### src/rtl/pcbp_pkg.sv
// Package for the prefix code bit packer: field widths, command codes and the
// structures passed between the front end, the queue and the packing back end.
// No dependencies.
`timescale 1ns / 1ps

package pcbp_pkg;

  localparam int SYM_W     = 8;
  localparam int CODE_W    = 32;
  localparam int LEN_W     = 6;
  localparam int BYTE_W    = 8;
  localparam int CMD_W     = 2;
  localparam int TBL_DEPTH = 256;

  // Command codes carried on in_command.
  localparam logic [CMD_W-1:0] CMD_WRITE  = 2'd0;
  localparam logic [CMD_W-1:0] CMD_ENCODE = 2'd1;
  localparam logic [CMD_W-1:0] CMD_FLUSH  = 2'd2;

  // Length an entry holds until it is first written.
  localparam logic [LEN_W-1:0] DEFAULT_LEN = 6'd8;

  // One table entry as it sits in the code RAM.
  typedef struct packed {
    logic [CODE_W-1:0] code;
    logic [LEN_W-1:0]  len;
  } pcbp_entry_t;

  // One job handed from the front end to the back end.
  typedef struct packed {
    logic              flush;
    logic [CODE_W-1:0] code;
    logic [LEN_W-1:0]  len;
  } pcbp_item_t;

endpackage

### src/rtl/pcbp_fifo.sv
// Short queue of encode and flush jobs between the front and back ends.
// Depends on pcbp_pkg.
`timescale 1ns / 1ps

module pcbp_fifo import pcbp_pkg::*; #(
  parameter int DEPTH = 4,
  localparam int PW = (DEPTH > 1) ? $clog2(DEPTH) : 1,
  localparam int CW = $clog2(DEPTH + 1)
) (
  input  logic       clk,
  input  logic       rst_n,
  input  logic       push,
  input  pcbp_item_t push_item,
  output logic       full,
  input  logic       pop,
  output pcbp_item_t head_item,
  output logic       not_empty
);

  pcbp_item_t    slot_r [DEPTH];
  logic [PW-1:0] wr_ptr_r;
  logic [PW-1:0] wr_ptr_nxt;
  logic [PW-1:0] rd_ptr_r;
  logic [PW-1:0] rd_ptr_nxt;
  logic [CW-1:0] count_r;
  logic [CW-1:0] count_nxt;

  assign full      = (count_r == CW'(DEPTH));
  assign not_empty = (count_r != '0);
  assign head_item = slot_r[rd_ptr_r];

  // Pointer wrap works for any depth.
  always_comb begin
    wr_ptr_nxt = (wr_ptr_r == PW'(DEPTH - 1)) ? '0 : wr_ptr_r + 1'b1;
    rd_ptr_nxt = (rd_ptr_r == PW'(DEPTH - 1)) ? '0 : rd_ptr_r + 1'b1;
    count_nxt  = count_r;
    if (push && !pop) begin
      count_nxt = count_r + 1'b1;
    end else if (pop && !push) begin
      count_nxt = count_r - 1'b1;
    end
  end

  always_ff @(posedge clk) begin
    if (!rst_n) begin
      wr_ptr_r <= '0;
      rd_ptr_r <= '0;
      count_r  <= '0;
    end else begin
      if (push) begin
        wr_ptr_r <= wr_ptr_nxt;
      end
      if (pop) begin
        rd_ptr_r <= rd_ptr_nxt;
      end
      count_r <= count_nxt;
    end
  end

  always_ff @(posedge clk) begin
    if (push) begin
      slot_r[wr_ptr_r] <= push_item;
    end
  end

endmodule

### config.mk
export PLATFORM = sky130hd
export DESIGN_NAME = pcbp_fifo
export DESIGN_NICKNAME = d
export VERILOG_FILES = /design/src/rtl/pcbp_pkg.sv /design/src/rtl/pcbp_fifo.sv
export SDC_FILE = /design/constraint.sdc
export NUM_CORES = 1
export LEC_CHECK = 0
export ABC_CLOCK_PERIOD_IN_PS = 3950
export BUFFER_PORTS_ARGS = -buffer_cell sky130_fd_sc_hd__buf_4
export CORE_UTILIZATION = 61
export CTS_CLUSTER_SIZE = 25
export DETAILED_ROUTE_END_ITERATION = 16
export PLACE_DENSITY = 0.93
export SYNTH_ARGS = -nofsm -noshare
export SYNTH_HDL_FRONTEND = slang
export SYNTH_SLANG_ARGS = --single-unit
### constraint.sdc
create_clock -name clk -period 3.95 [get_ports clk]
set_clock_uncertainty 0.15 [all_clocks]
set_input_delay 0.395 -clock clk [delete_from_list [all_inputs] [get_ports clk]]
set_output_delay 0.395 -clock clk [all_outputs]
set_load 0.1 [all_outputs]
==> metrics.txt, run 1 <==
routability cong.=0.726; Clock Latency Late Sink=0.51 ns; Top delay family on crit path=flip-flops; P&R area growth vs syn=28.4%; TritonCTS Buffers=17; Root Driver=clkbuf_8; fraction of power spent switching nets=0.279; clock slew at reported path FFs=0.06 ns; fin crit share=0.740; maximum VDD drop=315 uV; Starting Density=0.625; register bit count reported by yosys=165; Top Ports=84; detailed-placement wirelength estimate=5870 um; setup bufs post-CTS=0; Critical Path AT=2.38 ns; asr flop ratio synth=0; status=completed; CP Buf/Inv Count=2; drt total wl=10500 um; Worst Hold Class=in -> reg; placed instance area=6840 um2; CTS Sinks=165; worst slew pin tran=1.04 ns; post-route cell area=7800 um2; Post-Layout Cell Count=528; Post-synth EDFFs=156; gr ovfl total=0; P_int=3150 uW; drt initial violations=134; # DRC=0; area of the die=10400 um2; first-pass GRT wire length=16200 um; CTS tree=done; drt wl/cell=19.9 um; fmax=342 MHz; Critical Path End Type=output port; CTS Buffer Depth=2; mapped cell area=6080 um2; RSZ-0062 raised after global routing=false; crit-path max cell delay=0.77 ns; average cell area after synthesis=24.6 um2; top-count cell post-synth=edfxtp_1; total track usage=0.225; Relative slew margins=0.304; Post-synth top flop=edfxtp_1; H-Tree Depth=4; top area cells in the synthesized netlist=edfxtp_1, mux4_2, dfxtp_1; crit-path max FO=22; top cell type's share of synthesized area=0.771; Vias/cell=5.49; CORE AREA=9730 um2; Reg power frac=0.468; Hold Fails Final Rpt=0; remaining antenna violation count=0; final-report max-slew violation count=0; minimum clock period=2.92 ns; setup_tns=0 ns; DR vias=2897; ANT cells=0; Max-Cap Viols=0; I/O Buffers=83; Layout Utilization=0.802; post-synthesis sequential area ratio=0.800; Slowest cell on crit path=dfxtp_2; Synth cell types=22; PwrDens=561 nW/um2; placed cells=456; Post-Syn Nets=297; row count=36; leak pwr=0.00271 uW; cell taking the most area after synthesis=edfxtp_1; layout cells sized above 1=0.397; Die Height=102 um; CP Cell Sequence=buf_12 > mux4_2 > buf_4; Comb power frac=0.181; TritonRoute pass-1 iters=4; CP Class=reg -> out; Die W=102 um; Ys Warns=0; vias in the first global route=3170; Resize count post-CTS=0; cells after synthesis=247; number of fill cells in the layout=489; Clock power frac=0.351; antenna violations before repair=0; layout net count=432; Post-synth top cells=edfxtp_1, mux4_2, dfxtp_1; net switching power=1220 uW; # setup viols final=0; largest net degree at the start of global routing=40; worst path required time=3.40 ns; nature of the critical path startpoint=flip-flop
## final timing paths
kind | startpoint | end | slack (ns) | cells after the start
min | push | wr_ptr_r[0] | 0.09 | 3
max reg2reg | wr_ptr_r[0] | slot_r[3][3] | 1.94 | 2
max | flip-flop | head_item[17] | 1.03 | 3
min reg2reg | count_r[2] | count_r[2] | 0.38 | 2
## stage by stage
stage | total power [uW] | hold WS (ns) | setup slack [ns]
2_1_floorplan | 2670 | 0.317 | 0.856
3_5_place_dp | 2850 | 0.371 | 1.50
3_3_place_gp | 2830 | 0.332 | 1.50
6_report | 4380 | 0.0938 | 1.03
4_1_cts | 4390 | 0.0840 | 0.934
5_1_grt | 4510 | 0.0823 | 0.856
## state kept, by name, indices dropped and copies added, names as in the netlist, named ones only
name,flops
wr_ptr_r,2
rd_ptr_r,2
slot_r,156
count_r,3
## layout by cell type, fill, tap and decap left out, types with 4 or more instances in the layout
cell | netlist | final
clkinv_2 | 0 | 4
edfxtp_1 | 156 | 156
clkbuf_16 | 0 | 16
mux2i_1 | 4 | 4
nor2b_1 | 5 | 5
inv_1 | 4 | 4
dfxtp_1 | 9 | 7
and2_2 | 0 | 4
mux4_2 | 39 | 39
dlygate4sd3_1 | 0 | 40
buf_4 | 2 | 83
ha_1 | 6 | 6
## power by group through the flow
stage | clock [uW] | combinational, uW | sequential, uW
4_1_cts | 1550 | 796 | 2050
2_1_floorplan | 0 | 610 | 2060
3_3_place_gp | 0 | 752 | 2080
6_report | 1530 | 792 | 2050
3_5_place_dp | 0 | 761 | 2090
5_1_grt | 1630 | 821 | 2060
## cell type report
type | instances | area, um2 | area share
clock buffers | 22 | 453 | 0.0581
clock inverters | 10 | 108 | 0.0138
inverters | 4 | 15.0 | 0.00192
multi-input cells | 70 | 1150 | 0.147
flip-flops and latches | 165 | 4870 | 0.624
well taps | 133 | 166 | 0.0213
repair buffers | 124 | 1040 | 0.134
## kinds of logic (layout without fill, tap and decap cells)
kind of cell | Yosys count | count (layout) | synth area share
mux | 43 | 43 | 0.151
compound gates | 3 | 3 | 0.00329
xor+xnor | 2 | 2 | 0.00288
buf+inv | 12 | 160 | 0.0115
fa+ha+maj | 7 | 7 | 0.0156
flops | 165 | 165 | 0.800
simple gates | 15 | 15 | 0.0150
## routing by layer
layer | track usage | wire length (um) | up-vias
li1 | - | - | 1308
met1 | 0.269 | 4060 | 1466
met5 | 0 | 0 | -
met2 | 0.385 | 5710 | 109
met4 | 0.0824 | 116 | 0
met3 | 0.0759 | 600 | 14
## tightest hold or removal path, cell delays in order
cell	delay [ns]
buf_4	0.13
mux2i_1	0.09
nor2b_1	0.10
## repair_timing
item | 4_1_cts | 5_1_grt
hold buffers | 40 | 0
endpoints found under the hold margin | 157 | 0
endpoints found under the setup margin | 0 | 0
Power figures use the tool's default switching activity.
==> inputs of run 2 (changes only) <==
Settings changed: ABC_AREA from default to 1, ABC_CLOCK_PERIOD_IN_PS 3950 to 2550, CORE_UTILIZATION 61 to 51, PLACE_DENSITY 0.93 to 0.84.
Clock period 3.95 ns to 2.55 ns, I/O delays scaled along.
==> run 2 against run 1 <==
Net effect:
- global-route usage rose by 0.47 points
- hold slack lost 0.055 ns
- sequential share of layout area decreased by 3.4 points
- cell count increased by 38%
- sequential power grew 53%
- non-clock buffer count is 11 higher
- wire length is 33% higher
- power rose by 65%
- critical path type unchanged
- largest power group unchanged
==> metrics.txt, run 2 <==
I/O Buffers=83 (unchanged); row count=40 (was 36); Clock Latency Late Sink=0.42 ns (was 0.51 ns); Die W=113 um (was 102 um); fmax=413 MHz; crit-path max FO=23 (was 22); Hold Crit Depth=3 (unchanged); Comb power frac=0.204 (was 0.181); routability cong.=0.763 (was 0.726); CTS tree=done (unchanged); mapped cell area=6250 um2 (was 6080 um2); most frequent cells in the layout=edfxtp_1, buf_4, nor2_1 (was edfxtp_1, buf_4, dlygate4sd3_1); leak pwr=0.00303 uW (was 0.00271 uW); top-count cell post-synth=edfxtp_1 (unchanged); Critical Path AT=2.02 ns (was 2.38 ns); PwrDens=876 nW/um2 (was 561 nW/um2); Synth cell types=23 (was 22); drt total wl=14000 um (was 10500 um); register bit count reported by yosys=165 (unchanged); fin crit share=0.950; Layout Utilization=0.689 (was 0.802); cells after synthesis=438 (was 247); Total Power=7220 uW (was 4380 uW); Max-Cap Viols=0 (unchanged); CORE AREA=12000 um2 (was 9730 um2); nature of the critical path startpoint=flip-flop (unchanged); most common cell after layout, fill and taps aside=edfxtp_1 (unchanged); Post-synth EDFFs=156 (unchanged); number of fill cells in the layout=780 (was 489); net switching power=2150 uW (was 1220 uW); Top Ports=84 (unchanged); CTS Sinks=165 (unchanged); area of the die=12700 um2 (was 10400 um2); vias in the first global route=4149 (was 3170); worst slew pin tran=0.544 ns (was 1.04 ns); # DRC=0 (unchanged); Most flops, register=slot_r (unchanged); Post-synth top flop=edfxtp_1 (unchanged); total track usage=0.230 (was 0.225); drt wl/cell=19.2 um (was 19.9 um); ANT cells=0 (unchanged); Starting Density=0.522 (was 0.625); Critical Path End Type=output port (unchanged); layout cells sized above 1=0.283 (was 0.397); Clock power frac=0.362 (was 0.351); layout net count=617 (was 432); Worst Hold Class=in -> reg (unchanged); fraction of power spent switching nets=0.298 (was 0.279); Reg power frac=0.434 (was 0.468); antenna violations before repair=0 (unchanged); average cell area after synthesis=14.3 um2 (was 24.6 um2); asr flop ratio synth=0 (unchanged); clock slew at reported path FFs=0.06 ns (about the same); post-route cell area=8240 um2 (was 7800 um2); detailed-placement wirelength estimate=7920 um (was 5870 um); Post-Syn Nets=488 (was 297); P&R area growth vs syn=31.9% (was 28.4%); CP Class=reg -> out (unchanged); drt initial violations=351 (was 134); minimum clock period=2.42 ns; largest net degree at the start of global routing=49 (was 40); remaining antenna violation count=0 (unchanged); maximum VDD drop=533 uV (was 315 uV); # setup viols final=0 (unchanged); status=completed (unchanged); placed instance area=7230 um2 (was 6840 um2); P_int=5070 uW (was 3150 uW); Root Driver=clkbuf_16 (was clkbuf_8); max reg flops=156 (unchanged); cell taking the most area after synthesis=edfxtp_1 (unchanged); H-Tree Depth=4 (unchanged); top cell type's share of synthesized area=0.750 (was 0.771); Resize count post-CTS=0 (unchanged); Relative slew margins=0.637 (was 0.304); R2R cell count=5 (was 2); TritonCTS Buffers=17 (unchanged); setup_tns=0 ns (unchanged); top flop regs=slot_r x156, count_r x3 (unchanged); gr ovfl total=0 (unchanged); post-synthesis sequential area ratio=0.779 (was 0.800); Die Height=113 um (was 102 um); Post-synth top cells=edfxtp_1, nor2_1, o21ai_0 (was edfxtp_1, mux4_2, dfxtp_1); TritonRoute pass-1 iters=5 (was 4); final-report max-slew violation count=0 (unchanged); first-pass GRT wire length=21300 um (was 16200 um); RSZ-0062 raised after global routing=false (unchanged); Ys Warns=0 (unchanged); DR vias=4126 (was 2897); worst path required time=2.14 ns (was 3.40 ns); CTS Buffer Depth=2 (unchanged); Hold Fails Final Rpt=0 (unchanged); Vias/cell=5.68 (was 5.49); top area cells in the synthesized netlist=edfxtp_1, o21ai_0, nor2_1 (was edfxtp_1, mux4_2, dfxtp_1)
## run 2: cell types whose count changed in the layout (fill, tap and decap cells not counted), sizes merged, moves of 11 or more
| cell | before | now |
|---|---|---|
| mux4 | 39 | 0 |
| o22ai | 0 | 39 |
| nor2 | 1 | 87 |
| o21ai | 1 | 81 |
| buf | 84 | 95 |
| inv | 4 | 16 |
## run 2: per-stage QoR
stage          cells  hold WS [ns]  setup slack, ns
2_1_floorplan    438         0.204          0.00169
3_3_place_gp     655         0.304            0.636
3_5_place_dp     655         0.308            0.620
4_1_cts          727        0.0210            0.127
5_1_grt          727        0.0383           0.0221
6_report         727        0.0392            0.129
## run 2: path summary, 6_finish.rpt
kind | start | endpoint | slack [ns]
worst max-delay path | flip-flop | head_item[2] | 0.13
worst min register to register | count_r[2] | count_r[2] | 0.40
worst min-delay path | pop | rd_ptr_r[1] | 0.04
worst max register to register | wr_ptr_r[0] | slot_r[2][38] | 0.78
## run 2: worst max-delay path, cell delays in order, from the launching register on
cell and delay [ns]:
dfxtp_1 0.32, inv_2 0.35, buf_4 0.28, o21ai_0 0.16, o22ai_2 0.16, buf_4 0.32
## run 2: per-layer routing
metal | vias to the layer above | global-route usage | wire (um)
li1 | 1882 | - | -
met5 | - | 0 | 0
met4 | 0 | 0.0907 | 187
met1 | 2047 | 0.283 | 5520
met2 | 181 | 0.388 | 7340
met3 | 16 | 0.0616 | 920
## run 2: kinds of logic after synthesis
| family | after synthesis | share of synthesized area |
|---|---|---|
| compound gates | 123 | 0.106 |
| xor+xnor | 1 | 0.00140 |
| fa+ha+maj | 7 | 0.0152 |
| buf+inv | 41 | 0.0364 |
| flops | 165 | 0.779 |
| simple gates | 101 | 0.0619 |
## run 2: power groups by stage
stage / registers [uW] / clock network, uW / logic [uW]
6_report: 3130 / 2610 / 1480
5_1_grt: 3140 / 2750 / 1540
4_1_cts: 3130 / 2620 / 1480
3_5_place_dp: 3190 / 0 / 1420
3_3_place_gp: 3180 / 0 / 1390
2_1_floorplan: 3180 / 0 / 1080
## run 2: area by class of cell
type,count,area [um2],share of cell area
clock buffer,17,425,0.0516
clock inverter,15,188,0.0228
inverter,16,62.6,0.00759
tap,147,184,0.0223
multi-input combinational,232,1350,0.164
sequential,165,4870,0.590
timing repair buffer,135,1160,0.141
## run 2: repair_timing
| item | CTS | global route |
|---|---|---|
| hold endpoints to repair | 163 | 0 |
| setup buffers | 0 | 0 |
| hold buffers | 40 | 0 |
