### config.mk
export PLATFORM = sky130hd
export DESIGN_NAME = pcbp_back
export DESIGN_NICKNAME = d
export VERILOG_FILES = /design/src/rtl/pcbp_pkg.sv /design/src/rtl/pcbp_back.sv
export SDC_FILE = /design/constraint.sdc
export NUM_CORES = 1
export LEC_CHECK = 0
export BUFFER_PORTS_ARGS = -buffer_cell sky130_fd_sc_hd__buf_4
export CAP_MARGIN = 20
export CELL_PAD_IN_SITES_DETAIL_PLACEMENT = 0
export CELL_PAD_IN_SITES_GLOBAL_PLACEMENT = 1
export CORE_MARGIN = 5
export CORE_UTILIZATION = 50
export CTS_BUF_LIST = sky130_fd_sc_hd__clkbuf_8
export DETAILED_ROUTE_END_ITERATION = 6
export PLACE_DENSITY_LB_ADDON = 0.25
export SLEW_MARGIN = 10
export SYNTH_ARGS = -nofsm -noshare
export SYNTH_HDL_FRONTEND = slang
export SYNTH_SLANG_ARGS = --single-unit
### constraint.sdc
create_clock -name clk -period 10.4 [get_ports clk]
set_clock_uncertainty 0.05 [all_clocks]
set_input_delay 3.12 -clock clk [delete_from_list [all_inputs] [get_ports clk]]
set_output_delay 3.12 -clock clk [all_outputs]
set_load 0.02 [all_outputs]
### src/rtl/pcbp_pkg.sv
// Package for the prefix code bit packer: field widths, command codes and the
// structures passed between the front end, the queue and the packing back end.
// No dependencies.
`timescale 1ns / 1ps

package pcbp_pkg;

  localparam int SYM_W     = 8;
  localparam int CODE_W    = 32;
  localparam int LEN_W     = 6;
  localparam int BYTE_W    = 8;
  localparam int CMD_W     = 2;
  localparam int TBL_DEPTH = 256;

  // Command codes carried on in_command.
  localparam logic [CMD_W-1:0] CMD_WRITE  = 2'd0;
  localparam logic [CMD_W-1:0] CMD_ENCODE = 2'd1;
  localparam logic [CMD_W-1:0] CMD_FLUSH  = 2'd2;

  // Length an entry holds until it is first written.
  localparam logic [LEN_W-1:0] DEFAULT_LEN = 6'd8;

  // One table entry as it sits in the code RAM.
  typedef struct packed {
    logic [CODE_W-1:0] code;
    logic [LEN_W-1:0]  len;
  } pcbp_entry_t;

  // One job handed from the front end to the back end.
  typedef struct packed {
    logic              flush;
    logic [CODE_W-1:0] code;
    logic [LEN_W-1:0]  len;
  } pcbp_item_t;

endpackage

### src/rtl/pcbp_back.sv
// Back end of the packer: merges code bits into the bit accumulator and
// emits packed bytes through an output register. Depends on pcbp_pkg.
`timescale 1ns / 1ps

module pcbp_back import pcbp_pkg::*; #(
  parameter int CAP_LEN = 32,
  localparam int BUF_W = CAP_LEN + BYTE_W,
  localparam int CNT_W = $clog2(BUF_W + 1)
) (
  input  logic              clk,
  input  logic              rst_n,
  input  logic              q_valid,
  input  pcbp_item_t        q_item,
  output logic              q_pop,
  output logic              out_valid,
  input  logic              out_ready,
  output logic [BYTE_W-1:0] out_byte,
  output logic              out_last_of_run
);

  logic [BUF_W-1:0]  acc_r;
  logic [BUF_W-1:0]  acc_nxt;
  logic [CNT_W-1:0]  cnt_r;
  logic [CNT_W-1:0]  cnt_nxt;
  logic              out_valid_r;
  logic [BYTE_W-1:0] out_byte_r;
  logic              out_last_r;
  logic              slot_free;
  logic              have_byte;
  logic [CNT_W-1:0]  len_c;
  logic [CODE_W-1:0] code_mask;
  logic [CODE_W-1:0] code_m;
  logic [BUF_W-1:0]  code_ext;
  logic [CNT_W-1:0]  shamt;
  logic [BUF_W-1:0]  merged;
  logic [CNT_W-1:0]  merged_cnt;
  logic [BYTE_W-1:0] pad;
  logic              emit;
  logic [BYTE_W-1:0] emit_byte;
  logic              emit_last;

  assign slot_free = !out_valid_r || out_ready;
  assign have_byte = (cnt_r >= CNT_W'(BYTE_W));

  // The accumulator is left aligned: the oldest bit sits in the top bit.
  // A new code is masked to its length and placed just below the bits held.
  assign len_c      = CNT_W'(q_item.len);
  assign code_mask  = ~({CODE_W{1'b1}} << q_item.len);
  assign code_m     = q_item.code & code_mask;
  assign code_ext   = {{BYTE_W{1'b0}}, code_m[CAP_LEN-1:0]};
  assign shamt      = CNT_W'(BUF_W) - cnt_r - len_c;
  assign merged     = acc_r | (code_ext << shamt);
  assign merged_cnt = cnt_r + len_c;
  assign pad        = BYTE_W'(BYTE_W) - BYTE_W'(cnt_r);

  // A job is taken only once all full bytes of the previous one are out.
  assign q_pop = q_valid && !have_byte && slot_free;

  // Byte emission and accumulator update.
  always_comb begin
    acc_nxt   = acc_r;
    cnt_nxt   = cnt_r;
    emit      = 1'b0;
    emit_byte = acc_r[BUF_W-1 -: BYTE_W];
    emit_last = 1'b0;
    if (have_byte && slot_free) begin
      emit      = 1'b1;
      emit_last = (cnt_r < CNT_W'(2 * BYTE_W));
      acc_nxt   = acc_r << BYTE_W;
      cnt_nxt   = cnt_r - CNT_W'(BYTE_W);
    end else if (q_pop) begin
      if (q_item.flush) begin
        emit      = (cnt_r != '0);
        emit_byte = acc_r[BUF_W-1 -: BYTE_W] | pad;
        emit_last = 1'b1;
        acc_nxt   = '0;
        cnt_nxt   = '0;
      end else if (merged_cnt >= CNT_W'(BYTE_W)) begin
        emit      = 1'b1;
        emit_byte = merged[BUF_W-1 -: BYTE_W];
        emit_last = (merged_cnt < CNT_W'(2 * BYTE_W));
        acc_nxt   = merged << BYTE_W;
        cnt_nxt   = merged_cnt - CNT_W'(BYTE_W);
      end else begin
        acc_nxt = merged;
        cnt_nxt = merged_cnt;
      end
    end
  end

  always_ff @(posedge clk) begin
    if (!rst_n) begin
      acc_r <= '0;
      cnt_r <= '0;
    end else begin
      acc_r <= acc_nxt;
      cnt_r <= cnt_nxt;
    end
  end

  // Output register: refilled whenever it is empty or being taken.
  always_ff @(posedge clk) begin
    if (!rst_n) begin
      out_valid_r <= 1'b0;
    end else if (slot_free) begin
      out_valid_r <= emit;
    end
  end

  always_ff @(posedge clk) begin
    if (slot_free && emit) begin
      out_byte_r <= emit_byte;
      out_last_r <= emit_last;
    end
  end

  assign out_valid       = out_valid_r;
  assign out_byte        = out_byte_r;
  assign out_last_of_run = out_last_r;

endmodule

==> results of run 1 <==
[final timing paths]
kind | endpoint
worst min register to register | acc_r[6]$_SDFFE_PP0P_
worst min-delay path | acc_r[6]$_SDFFE_PP0P_
worst max-delay path | q_pop
worst max register to register | out_byte[0]$_DFFE_PP_
[cell usage after synthesis, types with 9 or more instances]
cell type,number,share of area [%]
buf_2,13,1.0
nand2_1,81,4.7
a31oi_1,24,2.3
a221oi_1,14,1.9
nand2b_1,11,1.1
ha_1,17,3.3
nand3_1,26,2.0
o22ai_1,13,1.2
a211oi_1,23,2.6
a22oi_1,15,1.7
o211ai_1,10,1.2
inv_1,25,1.4
nor3_1,34,2.6
edfxtp_1,9,4.1
a21oi_1,60,4.6
mux2i_1,28,4.3
clkbuf_1,31,1.8
and3_1,12,1.2
dfxtp_1,47,14
o21ai_0,46,3.5
nor2_1,66,3.8
buf_4,11,1.3
[worst max-delay path, stage by stage]
cell and delay [ns]:
buf_4 0.08, nand2b_1 0.19, nand2_1 0.41, or2_2 0.51, inv_1 0.13, buf_4 0.16
[per-layer routing]
layer	GRT usage, %	wire length [um]
met1	43.7	10200
met5	0	0
met2	48.6	11400
met3	6.78	3120
met4	8.19	733
[cell type report]
| class | instances | share of cell area [%] |
|---|---|---|
| clock buffers | 6 | 1.18 |
| multi-input cells | 702 | 69.8 |
| repair buffers | 64 | 6.88 |
| clock inverters | 2 | 0.161 |
| flip-flops and latches | 56 | 17.3 |
| well taps | 172 | 3.08 |
| inverters | 28 | 1.51 |
[sequential cells by signal, indices dropped and copies added, names as in the netlist]
register         count
acc_r               40
out_byte             8
out_last_of_run      1
out_valid            1
cnt_r                6
[stage by stage]
step / util [%] / cell area [um2] / total power, uW / hold WS, ns
floorplan: - / 6530 / 1440 / 0.387
global placement: 54.2 / 6890 / 1900 / 0.400
detailed placement: 54.2 / 6890 / 1910 / 0.409
CTS: 54.9 / 6980 / 2040 / 0.433
global route: 54.9 / 6980 / 2230 / 0.476
finish: 54.9 / 6980 / 2110 / 0.426
[cells by family (layout without fill, tap and decap cells)]
group,Yosys count,count (layout)
AOI/OAI and AO/OA,342,342
xor gates and xnor gates,11,11
adders and majority gates,21,21
buffers and inverters,96,100
DFF,56,56
muxes,44,44
and+or+nand+nor,284,284
[power by group]
| group | switching, uW | total (uW) | leakage [uW] | internal [uW] |
|---|---|---|---|---|
| Combinational | 1150 | 1680 | 0.00204 | 532 |
| Sequential | 32.0 | 304 | 0.000474 | 272 |
| Clock | 76.3 | 130 | 0.0000486 | 53.4 |
==> results.sh, run 1 <==
export IMPL_run_status="finished clean"
export IMPL_crit_type="in2out"
export IMPL_drv_slew=0
export IMPL_setup_viol=0
export IMPL_drt_pass1_iterations=7
export IMPL_grt_util_all_layers_pct=31.2
export IMPL_layoutNonFillerInstCount=1030
export IMPL_start_util_pct=51.3
export IMPL_total_leakage_power_uw=0.00256
export IMPL_vias=7657
export IMPL_remaining_drc_errors=0
export IMPL_period_needed_ns=7.78
export IMPL_synth_seq_cells=56
export IMPL_netlist_area_um2=6530
export IMPL_die_area_um2=15400
export IMPL_synth_edff_count=9
export IMPL_drive_gt1_share_pct=14.3
export IMPL_drv_cap=0
export IMPL_rsz0062_at_grt="false"
export IMPL_pre_cts_ws_ns=2.66
export IMPL_crit_start="out_ready"
export IMPL_path_clk_slew_ns=0.10
export IMPL_synth_xor_area_share_pct=1.59
export IMPL_synth_compound_area_share_pct=38.1
export IMPL_cts_resized=0
export IMPL_layout_common_cells="nand2_1, nor2_1, buf_4"
export IMPL_synth_top_family_by_area="compound AO/OA/AOI/OAI gates"
export IMPL_syn_nets=918
export IMPL_core_um2=12700
export IMPL_grt_max_degree=55
export IMPL_async_flop_share_pct=0
export IMPL_r2r_start="cnt_r[2]$_SDFFE_PN0P_"
export IMPL_cellPowerDensity_nw_per_um2=302
export IMPL_synth_mux_area_fraction_pct=8.55
export IMPL_tns_ns=0
export IMPL_seq_area_um2=1210
export IMPL_arrival_ns=4.61
export IMPL_cts_inserted_buffers=5
export IMPL_cts_tree="done"
export IMPL_n_antenna_cell=0
export IMPL_area_growth_pct=6.98
export IMPL_first_iter_violations=1283
export IMPL_max_freq_mhz=129
export IMPL_cts_htree_levels=2
export IMPL_grt_pass1_vias=6982
export IMPL_post_cts_setup_buffers=0
export IMPL_min_from="acc_r[6]$_SDFFE_PP0P_"
export IMPL_io_buffers=53
export IMPL_die_height_um=124
export IMPL_fillers=1267
export IMPL_insertion_delay_ns=0.33
export IMPL_worst_pin_slew_ns=1.06
export IMPL_ys_seq_area_share_pct=18.6
export IMPL_worst_slack_ns=2.62
export IMPL_synth_adder_area_share_pct=4.49
export IMPL_grt_pass1_wl_um=39900
export IMPL_timing_final_crit_share_pct=74.8
export IMPL_drt_antenna_violating_nets=0
export IMPL_whs_path_depth=2
export IMPL_dp_cells=1022
export IMPL_endpoint_kind="primary output"
export IMPL_hold_viol_final=0
export IMPL_finalNetCount=921
export IMPL_clk_path_buf_depth=2
export IMPL_drt_wl_total_um=25500
export IMPL_required_ns=7.23
export IMPL_rows=41
export IMPL_r2r_setup_slack_ns=5.70
export IMPL_syn_avg_cell_area_um2=7.64
export IMPL_ios=54
export IMPL_ys_warn_count=0
export IMPL_cts_sinks=56
export IMPL_clock_tree_root_cell="clkbuf_8"
export IMPL_die_x_um=124
export IMPL_rr_worst_depth=12
export IMPL_wire_per_inst_um=24.8
export IMPL_mostFrequentLayoutCell="nand2_1"
export IMPL_syn_inst=854
export IMPL_viasPerCell=7.43
export IMPL_overflow=0
export IMPL_relSlewSlack_pct=29.7
export IMPL_multi_input_area_um2=4880
export IMPL_worstPathMaxFanout=17
export IMPL_vdd_drop_max_v=0.000126
export IMPL_dpl_hpwl_um=18800
export IMPL_synthFlopType="dfxtp_1"
export IMPL_holdCritPathClass="reg2reg"
export IMPL_antenna_found_initial=0
export IMPL_synthDistinctLibCells=93
export IMPL_yosys_area_share_simple_pct=21.5
export IMPL_gp_congestion=1.02
export IMPL_cp_start_kind="primary input"
export IMPL_ctsHoldBuffers=0
Note: power is estimated with default switching activity, not from simulation.
==> run 2, diff against run 1 <==
CORE_UTILIZATION = 42   (was 50)
clock period = 7 ns   (was 10.4 ns; I/O delays follow)
==> results.sh, run 2 (synthesized netlist as in run 1, its figures left out) <==
export IMPL_total_leakage_power_uw=0.00267
export IMPL_wire_per_inst_um=27.1
export IMPL_dpl_hpwl_um=21900
export IMPL_relSlewSlack_pct=25.5
export IMPL_cts_tree="done"
export IMPL_rows=45
export IMPL_tns_ns=0
export IMPL_path_clk_slew_ns=0.11
export IMPL_max_freq_mhz=169
export IMPL_cts_htree_levels=2
export IMPL_die_height_um=135
export IMPL_cp_cell_sequence="buf_4 > inv_1 > ha_2 > clkinv_1 > a311oi_2 > o21ai_0 > a221oi_1 > nor2_1 > o31ai_1 > a31o_2"
export IMPL_slowest_delay_ns=0.90
export IMPL_holdCritPathClass="reg2reg"
export IMPL_core_um2=15200
export IMPL_arrival_ns=6.02
export IMPL_overflow=0
export IMPL_cts_resized=0
export IMPL_clk_path_buf_depth=2
export IMPL_cts_inserted_buffers=5
export IMPL_required_ns=7.11
export IMPL_area_growth_pct=9.87
export IMPL_drt_antenna_violating_nets=0
export IMPL_ctsHoldBuffers=0
export IMPL_post_cts_setup_buffers=0
export IMPL_drt_pass1_iterations=7
export IMPL_hold_viol_final=0
export IMPL_timing_final_crit_share_pct=84.4
export IMPL_multi_input_area_um2=4880
export IMPL_worst_slack_ns=1.09
export IMPL_grt_util_all_layers_pct=30.7
export IMPL_run_status="finished with violations"
export IMPL_cp_slowest_cell="a311oi_2"
export IMPL_grt_max_degree=41
export IMPL_period_needed_ns=5.91
export IMPL_top_register="acc_r"
export IMPL_violations="design-rule violations"
export IMPL_remaining_drc_errors=10
export IMPL_die_area_um2=18100
export IMPL_clock_tree_root_cell="clkbuf_8"
export IMPL_layoutNonFillerInstCount=1064
export IMPL_start_util_pct=42.9
export IMPL_drive_gt1_share_pct=16.0
export IMPL_first_iter_violations=1047
export IMPL_drv_cap=0
export IMPL_cp_start_kind="primary input"
export IMPL_dp_cells=1055
export IMPL_finalNetCount=938
export IMPL_vias=7599
export IMPL_insertion_delay_ns=0.33
export IMPL_io_buffers=53
export IMPL_seq_area_um2=1210
export IMPL_drt_wl_total_um=28800
export IMPL_cts_sinks=56
export IMPL_viasPerCell=7.14
export IMPL_setup_viol=0
export IMPL_fillers=1549
export IMPL_grt_pass1_wl_um=43400
export IMPL_vdd_drop_max_v=0.000247
export IMPL_finalPower_uw=3370
export IMPL_antenna_found_initial=0
export IMPL_die_x_um=135
export IMPL_crit_type="in2reg"
export IMPL_rsz0062_at_grt="false"
export IMPL_layout_common_cells="nand2_1, buf_4, nor2_1"
export IMPL_largest_register_ffs=40
export IMPL_pre_cts_ws_ns=0.961
export IMPL_gp_congestion=0.958
export IMPL_grt_pass1_vias=7088
export IMPL_ios=54
export IMPL_drv_slew=0
export IMPL_worstPathMaxFanout=24
export IMPL_cellPowerDensity_nw_per_um2=470
export IMPL_worst_pin_slew_ns=1.12
export IMPL_endpoint_kind="register"
run 2: changes by cell type in the layout (fill, tap and decap cells not counted), sizes merged:
cell / delta
diode: +1
clkbuf: -1
clkinvlp: -1
bufinv: +2
buf: +17
run 2: final cells by class:
type,count,area share [%]
sequential,56,16.9
tap,188,3.28
multi-input combinational,702,68.0
timing repair buffer,81,8.48
antenna,1,0.0349
clock buffer,5,0.960
inverter,28,1.47
clock inverter,3,0.890
run 2: worst max-delay path: cells and delay by family:
family                   cells  cell delay (ns)
AND/OR/NAND/NOR              1             0.11
buffers and inverters        3             1.01
adder cells (fa/ha/maj)      1             0.49
AO/OA/AOI/OAI                5             2.30
run 2: metrics by stage:
stage,area [um2],hold WS (ns),util [%]
final,7170,0.437,47.2
after global routing,7170,0.456,47.2
after CTS,7170,0.433,47.2
after detailed placement,7040,0.406,46.3
after global placement,7040,0.402,46.3
after floorplan,6530,0.387,-
run 2: path summary, 6_finish.rpt:
path         cells after the start                  start  slack [ns]               endpoint
max                             10              q_item[0]        1.09  out_byte[4]$_DFFE_PP_
min                              2  acc_r[3]$_SDFFE_PP0P_        0.44  acc_r[3]$_SDFFE_PP0P_
max reg2reg                      9  cnt_r[0]$_SDFFE_PN0P_        2.57  out_byte[4]$_DFFE_PP_
min reg2reg                      2  acc_r[3]$_SDFFE_PP0P_        0.44  acc_r[3]$_SDFFE_PP0P_
run 2: power breakdown:
part / internal (uW) / leakage [uW] / switching, uW
combinational: 848 / 0.00212 / 1810
clock: 142 / 0.0000695 / 118
sequential: 405 / 0.000474 / 50.0
run 2: layer usage:
layer / vias to the layer above / GRT usage (%) / part of all wire, %
li1: 3378 / - / -
met1: 3678 / 43.2 / 42
met2: 475 / 48.5 / 45
met3: 68 / 6.18 / 10
met4: 0 / 6.96 / 2.8
met5: - / 0 / 0
==> run 3, diff against run 2 <==
clock period = 5.4 ns   (was 7 ns; I/O delays follow)
==> results.sh, run 3 (synthesized netlist as in run 1, its figures left out) <==
export IMPL_run_status="finished clean"
export IMPL_die_x_um=135
export IMPL_vias=7721
export IMPL_drv_cap=0
export IMPL_dp_cells=1091
export IMPL_hold_viol_final=0
export IMPL_drt_antenna_violating_nets=0
export IMPL_largest_register_ffs=40
export IMPL_path_clk_slew_ns=0.11
export IMPL_grt_util_all_layers_pct=31.3
export IMPL_grt_pass1_vias=7210
export IMPL_grt_pass1_wl_um=44100
export IMPL_layout_common_cells="buf_4, nand2_1, nor2_1"
export IMPL_io_buffers=53
export IMPL_worstPathMaxFanout=29
export IMPL_arrival_ns=5.00
export IMPL_layoutNonFillerInstCount=1099
export IMPL_worst_slack_ns=0.557
export IMPL_post_cts_setup_buffers=0
export IMPL_wire_per_inst_um=26.8
export IMPL_max_freq_mhz=206
export IMPL_antenna_found_initial=0
export IMPL_vdd_drop_max_v=0.000234
export IMPL_n_antenna_cell=0
export IMPL_multi_input_area_um2=4880
export IMPL_drt_pass1_iterations=6
export IMPL_worst_path_most_repeated_cell="buf_4"
export IMPL_cts_sinks=56
export IMPL_grt_max_degree=49
export IMPL_drt_wl_total_um=29400
export IMPL_start_util_pct=42.9
export IMPL_cp_cell_sequence="buf_4 > buf_4 > inv_1 > fa_1 > nand2b_1 > a22oi_1 > xnor2_1 > ha_1 > nand2_1 > o31a_1 > and3_1 > a21o_1 > a32o_1 > a221oi_1 > a21oi_1"
export IMPL_cellPowerDensity_nw_per_um2=616
export IMPL_cp_slowest_cell="fa_1"
export IMPL_slowest_delay_ns=0.46
export IMPL_whs_path_depth=2
export IMPL_timing_final_crit_share_pct=89.7
export IMPL_viasPerCell=7.03
export IMPL_remaining_drc_errors=0
export IMPL_fillers=1552
export IMPL_overflow=0
export IMPL_top_register="acc_r"
export IMPL_cpLargestDelayFamily="compound AO/OA/AOI/OAI gates"
export IMPL_worst_pin_slew_ns=1.13
export IMPL_rr_worst_depth=10
export IMPL_ctsHoldBuffers=0
export IMPL_total_leakage_power_uw=0.00284
export IMPL_drive_gt1_share_pct=19.4
export IMPL_required_ns=5.55
export IMPL_gp_congestion=0.995
export IMPL_clock_tree_root_cell="clkbuf_8"
export IMPL_crit_type="in2reg"
export IMPL_cts_htree_levels=2
export IMPL_finalNetCount=974
export IMPL_finalPower_uw=4580
export IMPL_core_um2=15200
export IMPL_clk_path_buf_depth=2
export IMPL_pre_cts_ws_ns=0.292
export IMPL_min_from="acc_r[4]$_SDFFE_PP0P_"
export IMPL_r2r_end="acc_r[30]$_SDFFE_PN0P_"
export IMPL_holdCritPathClass="reg2reg"
export IMPL_min_to="acc_r[4]$_SDFFE_PP0P_"
export IMPL_die_area_um2=18100
export IMPL_cts_tree="done"
export IMPL_area_growth_pct=14.0
export IMPL_setup_viol=0
export IMPL_period_needed_ns=4.84
export IMPL_die_height_um=135
export IMPL_first_iter_violations=1003
export IMPL_cp_buffers_inverters=3
export IMPL_cp_start_kind="primary input"
export IMPL_mostFrequentLayoutCell="buf_4"
export IMPL_insertion_delay_ns=0.32
export IMPL_endpoint_kind="register"
export IMPL_rsz0062_at_grt="false"
export IMPL_r2r_start="cnt_r[0]$_SDFFE_PN0P_"
export IMPL_r2r_setup_slack_ns=1.50
export IMPL_drv_slew=0
export IMPL_tns_ns=0
export IMPL_cts_resized=0
export IMPL_dpl_hpwl_um=22800
export IMPL_cts_inserted_buffers=5
export IMPL_ios=54
export IMPL_seq_area_um2=1210
export IMPL_relSlewSlack_pct=24.9
export IMPL_rows=45
run 3: cell count changes in the layout (fill, tap and decap cells not counted):
| cell | delta |
|---|---|
| buf_4 | +34 |
| buf_12 | +2 |
| clkinv_2 | +1 |
| diode_2 | -1 |
| inv_1 | -1 |
| bufinv_16 | -1 |
| inv_4 | +1 |
run 3: area by class of cell:
cell class | instances | area share (%)
Clock buffer | 5 | 0.925
Clock inverter | 3 | 0.555
Inverter | 28 | 1.41
Multi-Input combinational cell | 702 | 65.5
Sequential cell | 56 | 16.3
Tap cell | 188 | 3.16
Timing Repair Buffer | 117 | 12.1
run 3: power by group:
part	total (uW)	leakage, uW	switching, uW	internal, uW
registers	594	0.000474	69.1	525
clock network	287	0.0000585	149	138
logic	3700	0.00231	2420	1280
run 3: tightest hold or removal path: stages (launching register included):
cell	delay, ns
dfxtp_1	0.34
a21oi_1	0.05
nor2_1	0.07
run 3: how the worst max path moves through the flow:
stage                     startpoint                      to  depth (start not counted)
after floorplan            q_item[1]   out_byte[0]$_DFFE_PP_                         14
after global placement     q_item[1]  acc_r[30]$_SDFFE_PN0P_                         15
after detailed placement   q_item[1]  acc_r[28]$_SDFFE_PN0P_                         15
after CTS                  q_item[1]  acc_r[28]$_SDFFE_PN0P_                         15
after global routing       q_item[1]  acc_r[36]$_SDFFE_PN0P_                         15
final                      q_item[1]  acc_r[28]$_SDFFE_PN0P_                         15
run 3: through the flow:
stage / cell area (um2) / utilization, % / hold slack, ns
final: 7440 / 49.0 / 0.434
after global routing: 7440 / 49.0 / 0.442
after CTS: 7440 / 49.0 / 0.434
after detailed placement: 7330 / 48.2 / 0.411
after global placement: 7330 / 48.2 / 0.400
after floorplan: 6530 / - / 0.387
run 3: per-layer routing:
metal | up-vias | GRT usage, % | part of all wire [%]
met4 | 0 | 8.37 | 3.0
met2 | 492 | 47.8 | 44
li1 | 3457 | - | -
met1 | 3706 | 43.7 | 41
met3 | 66 | 8.08 | 12
met5 | - | 0 | 0
